==> src/hw/rtl/hssd_pkg.sv <==
// ----------------------------------------------------------------------------
// hssd_pkg
// Shared types, constants and helpers for the hall sensor speed decoder.
// ----------------------------------------------------------------------------
package hssd_pkg;

   localparam int unsigned TIME_WIDTH       = 32;
   localparam int unsigned TICKS_PER_MINUTE = 60000000;
   localparam int unsigned TICKS_W          = $clog2(TICKS_PER_MINUTE + 1);
   localparam int unsigned SPR_W            = 12;
   localparam int unsigned SPEED_W          = 16;
   localparam int unsigned DEN_W            = TIME_WIDTH + SPR_W;
   localparam int unsigned QUOT_W           = SPEED_W + 1;
   localparam int unsigned DSH_W            = DEN_W + SPEED_W;
   localparam int unsigned CNT_W            = $clog2(QUOT_W);

   localparam logic [SPEED_W-1:0] SPEED_MAX = '1;
   localparam logic [SPEED_W-1:0] ABSURD_MARGIN = SPEED_W'(10);

   // register indexes
   localparam logic [1:0] REG_STEPS_PER_REV = 2'd0;
   localparam logic [1:0] REG_MAX_RPM       = 2'd1;
   localparam logic [1:0] REG_RESET_COUNT   = 2'd2;

   // error codes
   localparam logic [1:0] ERR_NONE    = 2'd0;
   localparam logic [1:0] ERR_PATTERN = 2'd1;
   localparam logic [1:0] ERR_STEP    = 2'd2;

   // hall patterns
   localparam logic [2:0] HALL_ALL_LOW  = 3'b000;
   localparam logic [2:0] HALL_ALL_HIGH = 3'b111;

   localparam logic [0:0] FUNC_EDGE  = 1'b0;
   localparam logic [0:0] FUNC_QUERY = 1'b1;

   typedef enum logic [2:0] {
      ST_IDLE,
      ST_EXEC,
      ST_MUL,
      ST_DIV,
      ST_DONE
   } state_type;

   // six-step position of a valid hall pattern
   function automatic logic [2:0] step_of(input logic [2:0] code);
      logic [2:0] idx;
      case (code)
         3'b010:  idx = 3'd0;
         3'b011:  idx = 3'd1;
         3'b001:  idx = 3'd2;
         3'b101:  idx = 3'd3;
         3'b100:  idx = 3'd4;
         default: idx = 3'd5;
      endcase
      return idx;
   endfunction

   // (idx - prev) mod 6
   function automatic logic [2:0] step_diff(input logic [2:0] idx, input logic [2:0] prev);
      logic [3:0] s;
      s = {1'b0, idx} + 4'd6 - {1'b0, prev};
      if (s >= 4'd6) begin
         s = s - 4'd6;
      end
      return s[2:0];
   endfunction

endpackage

==> src/hw/rtl/hall_sensor_speed_decoder.sv <==
// ----------------------------------------------------------------------------
// hall_sensor_speed_decoder
// Decodes hall edges into six-step positions, measures speed with a serial
// divider and filters the speed on query.
// ----------------------------------------------------------------------------
// Flow: a query, an invalid pattern, or an edge that is not a single step or that
//   has a zero interval or zero steps per rev, goes from decode straight to ST_DONE; a
//   measured step goes through decode, one multiply, 17 restoring divide iterations on
//   one compare/subtract unit, then ST_DONE. Throughput: one item at a time;
//   req_stall is high from accept until the result has been loaded into the output register.
// Reset: synchronous, active high; control, decoder and filter state cleared, registers to defaults.
module hall_sensor_speed_decoder
   import hssd_pkg::*;
(
   input  logic                  clock,
   input  logic                  reset,
   input  logic                  req_valid,
   output logic                  req_stall,
   input  logic                  req_func,
   input  logic                  req_hall_a,
   input  logic                  req_hall_b,
   input  logic                  req_hall_c,
   input  logic [TIME_WIDTH-1:0] req_now_us,
   output logic                  rsp_valid,
   input  logic                  rsp_stall,
   output logic [SPEED_W-1:0]    rsp_speed_rpm,
   output logic [2:0]            rsp_hall_code,
   output logic [1:0]            rsp_error_code,
   input  logic                  csr_valid,
   output logic                  csr_ready,
   input  logic [1:0]            csr_index,
   input  logic [SPEED_W-1:0]    csr_wdata
);

   state_type state_ff, state_in;

   // configuration
   logic [SPR_W-1:0]   spr_ff;
   logic [SPEED_W-1:0] max_rpm_ff;
   logic [SPEED_W-1:0] reset_count_ff;

   // captured item
   logic                  func_ff;
   logic [2:0]            code_ff;
   logic [TIME_WIDTH-1:0] now_ff;

   // decoder and filter state
   logic [2:0]            prev_index_ff;
   logic                  index_seen_ff;
   logic [TIME_WIDTH-1:0] last_edge_ff;
   logic [SPEED_W-1:0]    raw_speed_ff;
   logic [SPEED_W-1:0]    plausible_ff;
   logic                  seeded_ff;
   logic [SPEED_W-1:0]    stale_prev_ff;
   logic [SPEED_W-1:0]    stale_count_ff;
   logic [1:0]            error_ff;
   logic [2:0]            last_hall_ff;

   // divider
   logic [TIME_WIDTH-1:0] dt_ff;
   logic [DSH_W-1:0]      dsh_ff;
   logic [TICKS_W-1:0]    rem_ff;
   logic [SPEED_W-1:0]    quot_ff;
   logic [CNT_W-1:0]      cnt_ff;

   // output register
   logic                  rsp_valid_ff;
   logic [SPEED_W-1:0]    rsp_speed_ff;
   logic [2:0]            rsp_hall_ff;
   logic [1:0]            rsp_error_ff;

   // decode
   logic                  is_edge;
   logic                  bad_pattern;
   logic [2:0]            idx;
   logic [2:0]            prev_eff;
   logic [2:0]            diff;
   logic                  step_ok;
   logic                  step_jump;
   logic [TIME_WIDTH-1:0] dt;
   logic                  fast_path;
   logic                  need_div;

   // query filter
   logic [SPEED_W-1:0]    held;
   logic                  absurd;
   logic [SPEED_W-1:0]    v_abs;
   logic [SPEED_W-1:0]    cnt_next;
   logic                  stale_fire;
   logic [SPEED_W-1:0]    v_out;

   // divide step
   logic                  div_ge;
   logic [DEN_W-1:0]      product;

   // control
   logic                  accept;
   logic                  out_free;
   logic                  load_rsp;
   logic                  csr_write;

   always_comb begin
      is_edge     = (func_ff == FUNC_EDGE);
      bad_pattern = (code_ff == HALL_ALL_LOW) || (code_ff == HALL_ALL_HIGH);
      idx         = step_of(code_ff);
      prev_eff    = index_seen_ff ? prev_index_ff : idx;
      diff        = step_diff(idx, prev_eff);
      step_ok     = (diff == 3'd1) || (diff == 3'd5);
      step_jump   = (diff != 3'd0) && !step_ok;
      dt          = now_ff - last_edge_ff;
      fast_path   = (dt == '0) || (spr_ff == '0);
      need_div    = is_edge && !bad_pattern && step_ok && !fast_path;

      held       = seeded_ff ? plausible_ff : raw_speed_ff;
      absurd     = {1'b0, raw_speed_ff} > ({1'b0, max_rpm_ff} + {1'b0, ABSURD_MARGIN});
      v_abs      = absurd ? held : raw_speed_ff;
      if (stale_prev_ff == v_abs) begin
         cnt_next = (stale_count_ff == SPEED_MAX) ? stale_count_ff : stale_count_ff + 1'b1;
      end else begin
         cnt_next = '0;
      end
      stale_fire = cnt_next > reset_count_ff;
      v_out      = stale_fire ? '0 : v_abs;

      product = DEN_W'(dt_ff) * DEN_W'(spr_ff);
      div_ge  = DSH_W'(rem_ff) >= dsh_ff;
   end

   // next state
   always_comb begin
      state_in = state_ff;
      case (state_ff)
         ST_IDLE: begin
            if (req_valid) begin
               state_in = ST_EXEC;
            end
         end
         ST_EXEC: begin
            state_in = need_div ? ST_MUL : ST_DONE;
         end
         ST_MUL: begin
            state_in = ST_DIV;
         end
         ST_DIV: begin
            if (cnt_ff == '0) begin
               state_in = ST_DONE;
            end
         end
         ST_DONE: begin
            if (out_free) begin
               state_in = ST_IDLE;
            end
         end
         default: begin
            state_in = ST_IDLE;
         end
      endcase
   end

   // outputs
   always_comb begin
      req_stall = (state_ff != ST_IDLE);
      csr_ready = 1'b1;
      out_free  = !rsp_valid_ff || !rsp_stall;
      load_rsp  = (state_ff == ST_DONE) && out_free;
      accept    = req_valid && (state_ff == ST_IDLE);
      csr_write = csr_valid && csr_ready;
   end

   assign rsp_valid      = rsp_valid_ff;
   assign rsp_speed_rpm  = rsp_speed_ff;
   assign rsp_hall_code  = rsp_hall_ff;
   assign rsp_error_code = rsp_error_ff;

   always_ff @(posedge clock) begin
      if (reset) begin
         state_ff       <= ST_IDLE;
         spr_ff         <= SPR_W'(6);
         max_rpm_ff     <= SPEED_W'(6000);
         reset_count_ff <= SPEED_W'(100);
         prev_index_ff  <= '0;
         index_seen_ff  <= 1'b0;
         last_edge_ff   <= '0;
         raw_speed_ff   <= '0;
         plausible_ff   <= '0;
         seeded_ff      <= 1'b0;
         stale_prev_ff  <= '0;
         stale_count_ff <= '0;
         error_ff       <= ERR_NONE;
         last_hall_ff   <= '0;
         rsp_valid_ff   <= 1'b0;
      end else begin
         state_ff <= state_in;

         if (csr_write) begin
            case (csr_index)
               REG_STEPS_PER_REV: spr_ff         <= csr_wdata[SPR_W-1:0];
               REG_MAX_RPM:       max_rpm_ff     <= csr_wdata;
               REG_RESET_COUNT:   reset_count_ff <= csr_wdata;
               default: ;
            endcase
         end

         if (state_ff == ST_EXEC) begin
            if (is_edge) begin
               last_hall_ff <= code_ff;
               if (bad_pattern) begin
                  error_ff <= ERR_PATTERN;
               end else begin
                  index_seen_ff <= 1'b1;
                  prev_index_ff <= idx;
                  if (step_ok) begin
                     last_edge_ff <= now_ff;
                     if (fast_path) begin
                        raw_speed_ff <= SPEED_MAX;
                     end
                  end else if (step_jump) begin
                     error_ff <= ERR_STEP;
                  end
               end
            end else begin
               seeded_ff      <= 1'b1;
               plausible_ff   <= v_abs;
               stale_count_ff <= stale_fire ? '0 : cnt_next;
               stale_prev_ff  <= v_out;
               raw_speed_ff   <= v_out;
            end
         end

         if ((state_ff == ST_DIV) && (cnt_ff == '0)) begin
            raw_speed_ff <= quot_ff[SPEED_W-1] ? SPEED_MAX : {quot_ff[SPEED_W-2:0], div_ge};
         end

         if (load_rsp) begin
            rsp_valid_ff <= 1'b1;
         end else if (rsp_valid_ff && !rsp_stall) begin
            rsp_valid_ff <= 1'b0;
         end
      end
   end

   // payload and divider datapath
   always_ff @(posedge clock) begin
      if (accept) begin
         func_ff <= req_func;
         code_ff <= {req_hall_a, req_hall_b, req_hall_c};
         now_ff  <= req_now_us;
      end

      if (state_ff == ST_EXEC) begin
         dt_ff <= dt;
      end

      if (state_ff == ST_MUL) begin
         dsh_ff  <= {product, SPEED_W'(0)};
         rem_ff  <= TICKS_W'(TICKS_PER_MINUTE);
         quot_ff <= '0;
         cnt_ff  <= CNT_W'(QUOT_W - 1);
      end else if (state_ff == ST_DIV) begin
         if (div_ge) begin
            rem_ff <= rem_ff - dsh_ff[TICKS_W-1:0];
         end
         dsh_ff  <= dsh_ff >> 1;
         quot_ff <= {quot_ff[SPEED_W-2:0], div_ge};
         cnt_ff  <= cnt_ff - 1'b1;
      end

      if (load_rsp) begin
         rsp_speed_ff <= raw_speed_ff;
         rsp_hall_ff  <= last_hall_ff;
         rsp_error_ff <= error_ff;
      end
   end

endmodule

==> config.mk <==
export PLATFORM = sky130hd
export DESIGN_NAME = hall_sensor_speed_decoder
export DESIGN_NICKNAME = d
export VERILOG_FILES = /design/src/hw/rtl/hssd_pkg.sv /design/src/hw/rtl/hall_sensor_speed_decoder.sv
export SDC_FILE = /design/constraint.sdc
export NUM_CORES = 2
export LEC_CHECK = 0
export ABC_CLOCK_PERIOD_IN_PS = 6800
export CORE_ASPECT_RATIO = 2
export CORE_MARGIN = 3
export CORE_UTILIZATION = 60
export CTS_CLUSTER_DIAMETER = 120
export CTS_CLUSTER_SIZE = 30
export DETAILED_ROUTE_END_ITERATION = 6
export DONT_BUFFER_PORTS = 1
export HOLD_SLACK_MARGIN = 0.12
export PLACE_DENSITY = 0.85
export SYNTH_ARGS = -nofsm -noshare
export SYNTH_HDL_FRONTEND = slang
export SYNTH_SLANG_ARGS = --single-unit
export TNS_END_PERCENT = 30
==> constraint.sdc <==
create_clock -name clock -period 6.8 [get_ports clock]
set_clock_uncertainty 0.15 [all_clocks]
set_input_delay 0.68 -clock clock [delete_from_list [all_inputs] [get_ports clock]]
set_output_delay 0.68 -clock clock [all_outputs]
set_load 0.05 [all_outputs]
# ---- After elaboration in Yosys (flattened, before gate mapping)
# Index checks and enable logic that the tools add are counted.
dict set report op_classes {
  add_sub_neg 8
  mul 1
  div_mod_pow 0
  magnitude_cmp 4
  eq_ne 21
  n_shift 0
  muxes 28
  bitwise 2
  reduce_logical 42
}
# cell count
set ops {}
lappend ops {{2-to-1 mux 16 bit} 13}
lappend ops {{2-to-1 mux 60 bit} 2}
lappend ops {{greater-or-equal comparator 26 x 60 -> 1 bit} 1}
lappend ops {{multiplier 32 x 12 -> 44 bit} 1}
lappend ops {{zero test 32 bit} 1}
lappend ops {{subtractor 32 bit} 1}
lappend ops {{one-hot mux 3 bit (5 select lines)} 2}
lappend ops {{subtractor 26 bit} 1}
lappend ops {{2-to-1 mux 3 bit} 6}
lappend ops {{adder 16 x 4 -> 17 bit (second input constant)} 1}
lappend ops {{greater-than comparator 16 x 17 -> 1 bit} 1}
lappend ops {{adder 16 x 1 -> 16 bit (second input constant)} 1}
lappend ops {{equality test 16 bit} 1}
lappend ops {{equality test 16 bit (second input constant)} 1}
lappend ops {{greater-than comparator 16 bit} 1}
lappend ops {{equality test 3 bit (second input constant)} 5}
lappend ops {{equality test 3 x 2 -> 1 bit (second input constant)} 4}
lappend ops {{zero test 12 bit} 1}
lappend ops {{AND reduction 2 bit} 6}
lappend ops {{AND reduction 4 bit} 3}
lappend ops {{nonzero test 3 bit} 4}
lappend ops {{equality test 3 x 1 -> 1 bit (second input constant)} 3}
lappend ops {{logical AND 1 bit} 8}
lappend ops {{inequality test 2 bit (second input constant)} 4}
lappend ops {{other kinds (18)} 34}
dict set report totals {
  register_bits 350
  latchBits 0
  ram_bits 0
  romBits 0
  inputBits 59
  out_inout_bits 24
  wordCells 133
  memories 0
}

# ---- Longest topological paths before layout
dict set report depth {
  ltp_word 13
  depth_mapped 33
  depth_no_buf 28
}

# ---- Worst setup path after synthesis
# Ideal clock, no wire load.
dict set report synth_timing {
  kind {reg2reg}
  start {register max_rpm_ff[1]}
  end {register raw_speed_ff[13]}
  setup_ps 70
  arrival_ps 5918
  required_ps 6580
  setup_slack_ps 661
  path_stages_with_launch 33
  path_buffers 5
  period_less_slack_ps 6139
  path_cell_list {dfxtp_1 -> ha_1 -> o2111a_1 -> and2_1 -> nand2_1 -> xor2_1 -> ha_1 -> nand4_1 -> nor2_1 -> o21ai_0 -> a31oi_1 -> o31a_1 -> clkbuf_1 -> buf_2 -> mux2i_1 -> o2111ai_1 -> or2_1 -> clkbuf_1 -> buf_1 -> a21oi_1 -> ha_1 -> a21o_1 -> a21o_1 -> a21o_1 -> a21oi_1 -> nor2_1 -> a2111oi_0 -> a21oi_1 -> clkbuf_1 -> nor2_1 -> o22ai_1 -> or3_1 -> a21oi_1}
}
dict set report synth_between {
  elab_chain_cells 10
}
# element line_no
set synth_rtl {}
lappend synth_rtl {{from (decl)} hall_sensor_speed_decoder.sv:39} ;# logic [SPEED_W-1:0] max_rpm_ff;
lappend synth_rtl {{from (signal assigned)} hall_sensor_speed_decoder.sv:198} ;# REG_MAX_RPM: max_rpm_ff <= csr_wdata;
lappend synth_rtl {{adder 16 x 4 -> 17 bit *} hall_sensor_speed_decoder.sv:115} ;# absurd = {1'b0, raw_speed_ff} > ({1'b0, max_rpm_ff} + {1'b0, ABSURD_MARGIN});
lappend synth_rtl {{greater-than comparator 16 x 17 -> 1 bit *} hall_sensor_speed_decoder.sv:115}
lappend synth_rtl {{2-to-1 mux 16 bit *} hall_sensor_speed_decoder.sv:116} ;# v_abs = absurd ? held : raw_speed_ff;
lappend synth_rtl {{equality test 16 bit} hall_sensor_speed_decoder.sv:117} ;# if (stale_prev_ff == v_abs) begin
lappend synth_rtl {{2-to-1 mux 16 bit} hall_sensor_speed_decoder.sv:117}
lappend synth_rtl {{greater-than comparator 16 bit} hall_sensor_speed_decoder.sv:122} ;# stale_fire = cnt_next > reset_count_ff;
lappend synth_rtl {{2-to-1 mux 16 bit *} hall_sensor_speed_decoder.sv:123} ;# v_out = stale_fire ? '0 : v_abs;
lappend synth_rtl {{2-to-1 mux 16 bit *} hall_sensor_speed_decoder.sv:205} ;# if (is_edge) begin
lappend synth_rtl {{2-to-1 mux 16 bit *} hall_sensor_speed_decoder.sv:204} ;# if (state_ff == ST_EXEC) begin
lappend synth_rtl {{2-to-1 mux 16 bit *} hall_sensor_speed_decoder.sv:230} ;# if ((state_ff == ST_DIV) && (cnt_ff == '0)) begin
lappend synth_rtl {{to (signal assigned)} hall_sensor_speed_decoder.sv:226} ;# raw_speed_ff <= v_out;
lappend synth_rtl {{to (signal assigned)} hall_sensor_speed_decoder.sv:231} ;# raw_speed_ff <= quot_ff[SPEED_W-1] ? SPEED_MAX : {quot_ff[SPEED_W-2:0], div_ge};
lappend synth_rtl {{to (decl)} hall_sensor_speed_decoder.sv:51} ;# logic [SPEED_W-1:0] raw_speed_ff;
# Mark *: on every way between the ends. The rest lies on a longest branch, timed or not. The select of a mux whose other input is x is not followed.
# A chain may end at the register's enable or synchronous reset.

# ---- Final worst setup path
dict set report layout_timing {
  start {register spr_ff[7]}
  end {register dsh_ff[56] (data pin)}
}
dict set report layout_between {
  elab_chain_cells 2
}
# element line_no
set layout_rtl {}
lappend layout_rtl {{from (decl)} hall_sensor_speed_decoder.sv:38} ;# logic [SPR_W-1:0] spr_ff;
lappend layout_rtl {{from (signal assigned)} hall_sensor_speed_decoder.sv:197} ;# REG_STEPS_PER_REV: spr_ff <= csr_wdata[SPR_W-1:0];
lappend layout_rtl {{multiplier 32 x 12 -> 44 bit} hall_sensor_speed_decoder.sv:125} ;# product = DEN_W'(dt_ff) * DEN_W'(spr_ff);
lappend layout_rtl {{2-to-1 mux 60 bit} hall_sensor_speed_decoder.sv:254} ;# if (state_ff == ST_MUL) begin
lappend layout_rtl {{to (signal assigned)} hall_sensor_speed_decoder.sv:255} ;# dsh_ff <= {product, SPEED_W'(0)};
lappend layout_rtl {{to (signal assigned)} hall_sensor_speed_decoder.sv:263} ;# dsh_ff <= dsh_ff >> 1;
lappend layout_rtl {{to (decl)} hall_sensor_speed_decoder.sv:61} ;# logic [DSH_W-1:0] dsh_ff;
# No other way between the ends.

==> flow_summary.toml <==
[timing]
fin_crit_ns = 6.61
worst_slew_pin_slew_ns = 1.27
hold_viol = 0
hold_slack_ns = 0.121
relSlewSlack_pct = 15.0
fmax_mhz = 151
period_share_pct = 97.2
setup_viol = 0
slew_violations = 0

[routing]
vias = 24800
drc = 0
viasPerCell = 6.16
wl_mm = 83.5
ant_nets = 0
wire_per_inst_um = 20.8
drt-initial-drc-count = 1689
firstDrtPassIters = 6

[die]
ios = 83
start_util_pct = 61.0
dieHeight_um = 320
die_area_um2 = 52200
rows = 114
core-area_um2 = 48500
dieWidth_um = 163

[placed_design]
dp_hpwl_mm = 60.8
place_congestion = 1.01
placed_area_um2 = 30200
port_buffers = 0

[clock_tree]
cts-root-buf = "clkbuf_16"
tritoncts = "built"
clock_sinks = 350
clock_path_buffers = 3
htree_levels = 1
clk_pin_slew_ns = 0.12
numCtsBuffers = 15
clkLatencyLatePin_ns = 0.55

[pwr]
total_power_mw = 8.60
ir_drop_mv = 0.280
p_per_area_nw_per_um2 = 275
leakage_nw = 13.7

[synth]
synth_edf_count = 133
ys_warn_count = 0
synthFlopType = "dfxtp_1"
synthTopCellsByArea = "fa_1, dfxtp_1, edfxtp_1, nand2_1, ha_1"
avgSynthCellArea_um2 = 8.66
seq_area_frac_synth_pct = 28.2
postSynth.asyncResetShare_pct = 0
ys_types = 88
synth_top_area_share_pct = 20.5
yosys.area.top_type = "fa_1"
synth_area_um2 = 29600
ys_ff_latch = 350
syn_inst = 3419
synthesis.nets = 3959

[global_routing]
antenna_found_initial = 0
grt_overflow = 0
grt_pass1_wl_mm = 134
grt_max_degree = 126
grt_pass1_vias = 25900
grt_util_all_layers_pct = 32.6

[setup_path]
critPathMaxFanout = 14
slowest_stage = "fa_2"
crit_start = "spr_ff[7]$_SDFFE_PP0P_"
reg2reg_depth = 18
crit_required_ns = 6.93
r2r-start = "spr_ff[7]$_SDFFE_PP0P_"
crit_chain = "buf_4, and2_1, fa_1, fa_1, fa_2, fa_1, fa_1, ha_1, or3_1, o21ai_0, a21oi_1, a221oi_1, a2bb2oi_1, o31ai_4, o41ai_2, o21bai_1, mux2i_1, o21ai_0"
cpMostUsedCell = "fa_1"
end_kind = "flip-flop"
critPathArrivalTime_ns = 6.74
reg2reg_slack_ns = 0.19
cpPeakStageDelay_ns = 0.77
reg2reg_to = "dsh_ff[56]$_DFFE_PP_"
cp-start-kind = "flip-flop"
crit_type = "flip-flop to flip-flop"

[min_path]
hold_path.class = "input port to flip-flop"
hold-path-endpoint = "reset_count_ff[5]$_SDFFE_PP1P_"
min-delay-start = "csr_wdata[5]"
hold_depth = 2

[run_status]
status = "complete, no violations"

[final_layout]
drive_above_1_share_pct = 3.52
diodes = 0
nNetsFinal = 3911
final_area_um2 = 31300
area_growth_pct = 5.59

[job]
drv_cap = 0
## layout make-up
type / instances / area [um^2]
multi-input combinational: 2500 / 19200
tap: 638 / 798
timing repair buffer: 115 / 1070
clock buffer: 24 / 409
inverter: 389 / 1460
sequential: 350 / 8340
fill: 3912 / 17200
clock inverter: 1 / 11.3
## state kept, by name, summed over array words and instances, names as in the netlist, 16 cells and up
| signal | count |
|---|---|
| reset_count_ff | 16 |
| max_rpm_ff | 16 |
| rsp_speed_rpm | 16 |
| stale_count_ff | 16 |
| now_ff | 32 |
| quot_ff | 16 |
| stale_prev_ff | 16 |
| dt_ff | 32 |
| rem_ff | 26 |
| raw_speed_ff | 16 |
| last_edge_ff | 32 |
| dsh_ff | 60 |
| plausible_ff | 16 |
## cell usage after synthesis, types with 8 or more instances
library cell	instances
a211oi_1	15
a21o_1	59
a21oi_1	241
a31oi_1	20
and2_1	107
and3_1	16
buf_1	21
buf_2	10
clkbuf_1	146
dfxtp_1	217
edfxtp_1	133
fa_1	303
ha_1	178
inv_1	388
mux2i_1	45
nand2_1	669
nand2b_1	16
nand3_1	85
nand4_1	30
nor2_1	174
nor2b_1	23
nor3_1	44
nor4_1	20
o211ai_1	19
o21a_1	18
o21ai_0	104
o21ai_1	11
o21bai_1	14
o22ai_1	30
o31ai_1	10
or2_2	8
or3_1	35
xnor2_1	61
xor2_1	50
## how the worst max path moves through the flow
stage                                     to  cells past startpoint
6_report                dsh_ff[56]$_DFFE_PP_                     18
3_5_place_dp            dsh_ff[56]$_DFFE_PP_                     21
2_1_floorplan  raw_speed_ff[13]$_SDFFE_PP0P_                     32
3_3_place_gp            dsh_ff[56]$_DFFE_PP_                     21
5_1_grt                 dsh_ff[56]$_DFFE_PP_                     20
4_1_cts                 dsh_ff[56]$_DFFE_PP_                     18
## per-layer routing
layer | global-route usage [%] | up-vias | part of all wire (%)
met5 | 0 | - | 0
met4 | 27.5 | 0 | 11
met3 | 5.61 | 501 | 6.5
met2 | 58.5 | 1151 | 52
met1 | 31.9 | 12000 | 31
li1 | - | 11200 | -
## stage by stage
stage	util, %	TNS [ns]	worst slack [ns]	cells
after floorplan	-	0	0.661	3419
after global placement	62.3	0	0.145	3934
after detailed placement	62.3	0	0.170	3934
after CTS	64.3	0	0.117	4011
after global routing	64.5	-0.132	-0.114	4017
final	64.5	0	0.191	4017
## cell usage in the layout, fill, tap and decap left out, types with 6 or more instances in the layout
master         Yosys  routed
nand2_1          669     668
inv_1            388     387
fa_1             303     302
a21oi_1          241     240
dfxtp_1          217     215
ha_1             178     178
nor2_1           174     172
edfxtp_1         133     133
and2_1           107     107
o21ai_0          104     101
nand3_1           85      85
xnor2_1           61      61
a21o_1            59      59
buf_4              1      58
dlygate4sd3_1      0      51
xor2_1            50      50
mux2i_1           45      45
nor3_1            44      44
or3_1             35      35
nand4_1           30      30
o22ai_1           30      30
nor2b_1           23      23
a31oi_1           20      20
nor4_1            20      20
o211ai_1          19      19
o21a_1            18      18
and3_1            16      16
a211oi_1          15      15
nand2b_1          16      15
clkbuf_16          0      15
o21ai_1           11      14
o21bai_1          14      14
o31ai_1           10       9
clkbuf_1         146       9
or2_2              8       8
a211o_1            6       6
## repair_timing
item,4_1_cts,5_1_grt
endpoints found under the setup margin,0,39
hold buffers,52,0
resized for setup,0,10
setup buffers,0,6
endpoints found under the hold margin,165,0
## power breakdown
group          switching, mW  leakage [nW]  internal, mW
Combinational           2.84          10.5          1.89
Clock                  0.685         0.202         0.428
Sequential             0.311          3.01          2.45
Total                   3.83          13.7          4.77
## cell families (layout without fill, tap and decap cells)
| logic type | after synthesis | count (layout) | synth area share [%] |
|---|---|---|---|
| AND/OR/NAND/NOR | 1257 | 1257 | 19.2 |
| flip-flops | 350 | 350 | 28.2 |
| other | 1 | 1 | 0.0127 |
| XOR/XNOR | 111 | 111 | 3.28 |
| multiplexers | 45 | 45 | 1.52 |
| adder cells (fa/ha/maj) | 481 | 481 | 28.0 |
| buffers and inverters | 569 | 529 | 7.32 |
| AO/OA/AOI/OAI | 605 | 605 | 12.5 |
## critical path, delay by kind of cell, from the launching register on
family | cells | cell delay [ns]
and+or+nand+nor | 2 | 0.57
adders and majority gates | 6 | 3.03
muxes | 1 | 0.15
DFF | 1 | 0.59
AOI/OAI and AO/OA | 8 | 1.56
buffers and inverters | 1 | 0.28
(Power assumes the default switching activity.)
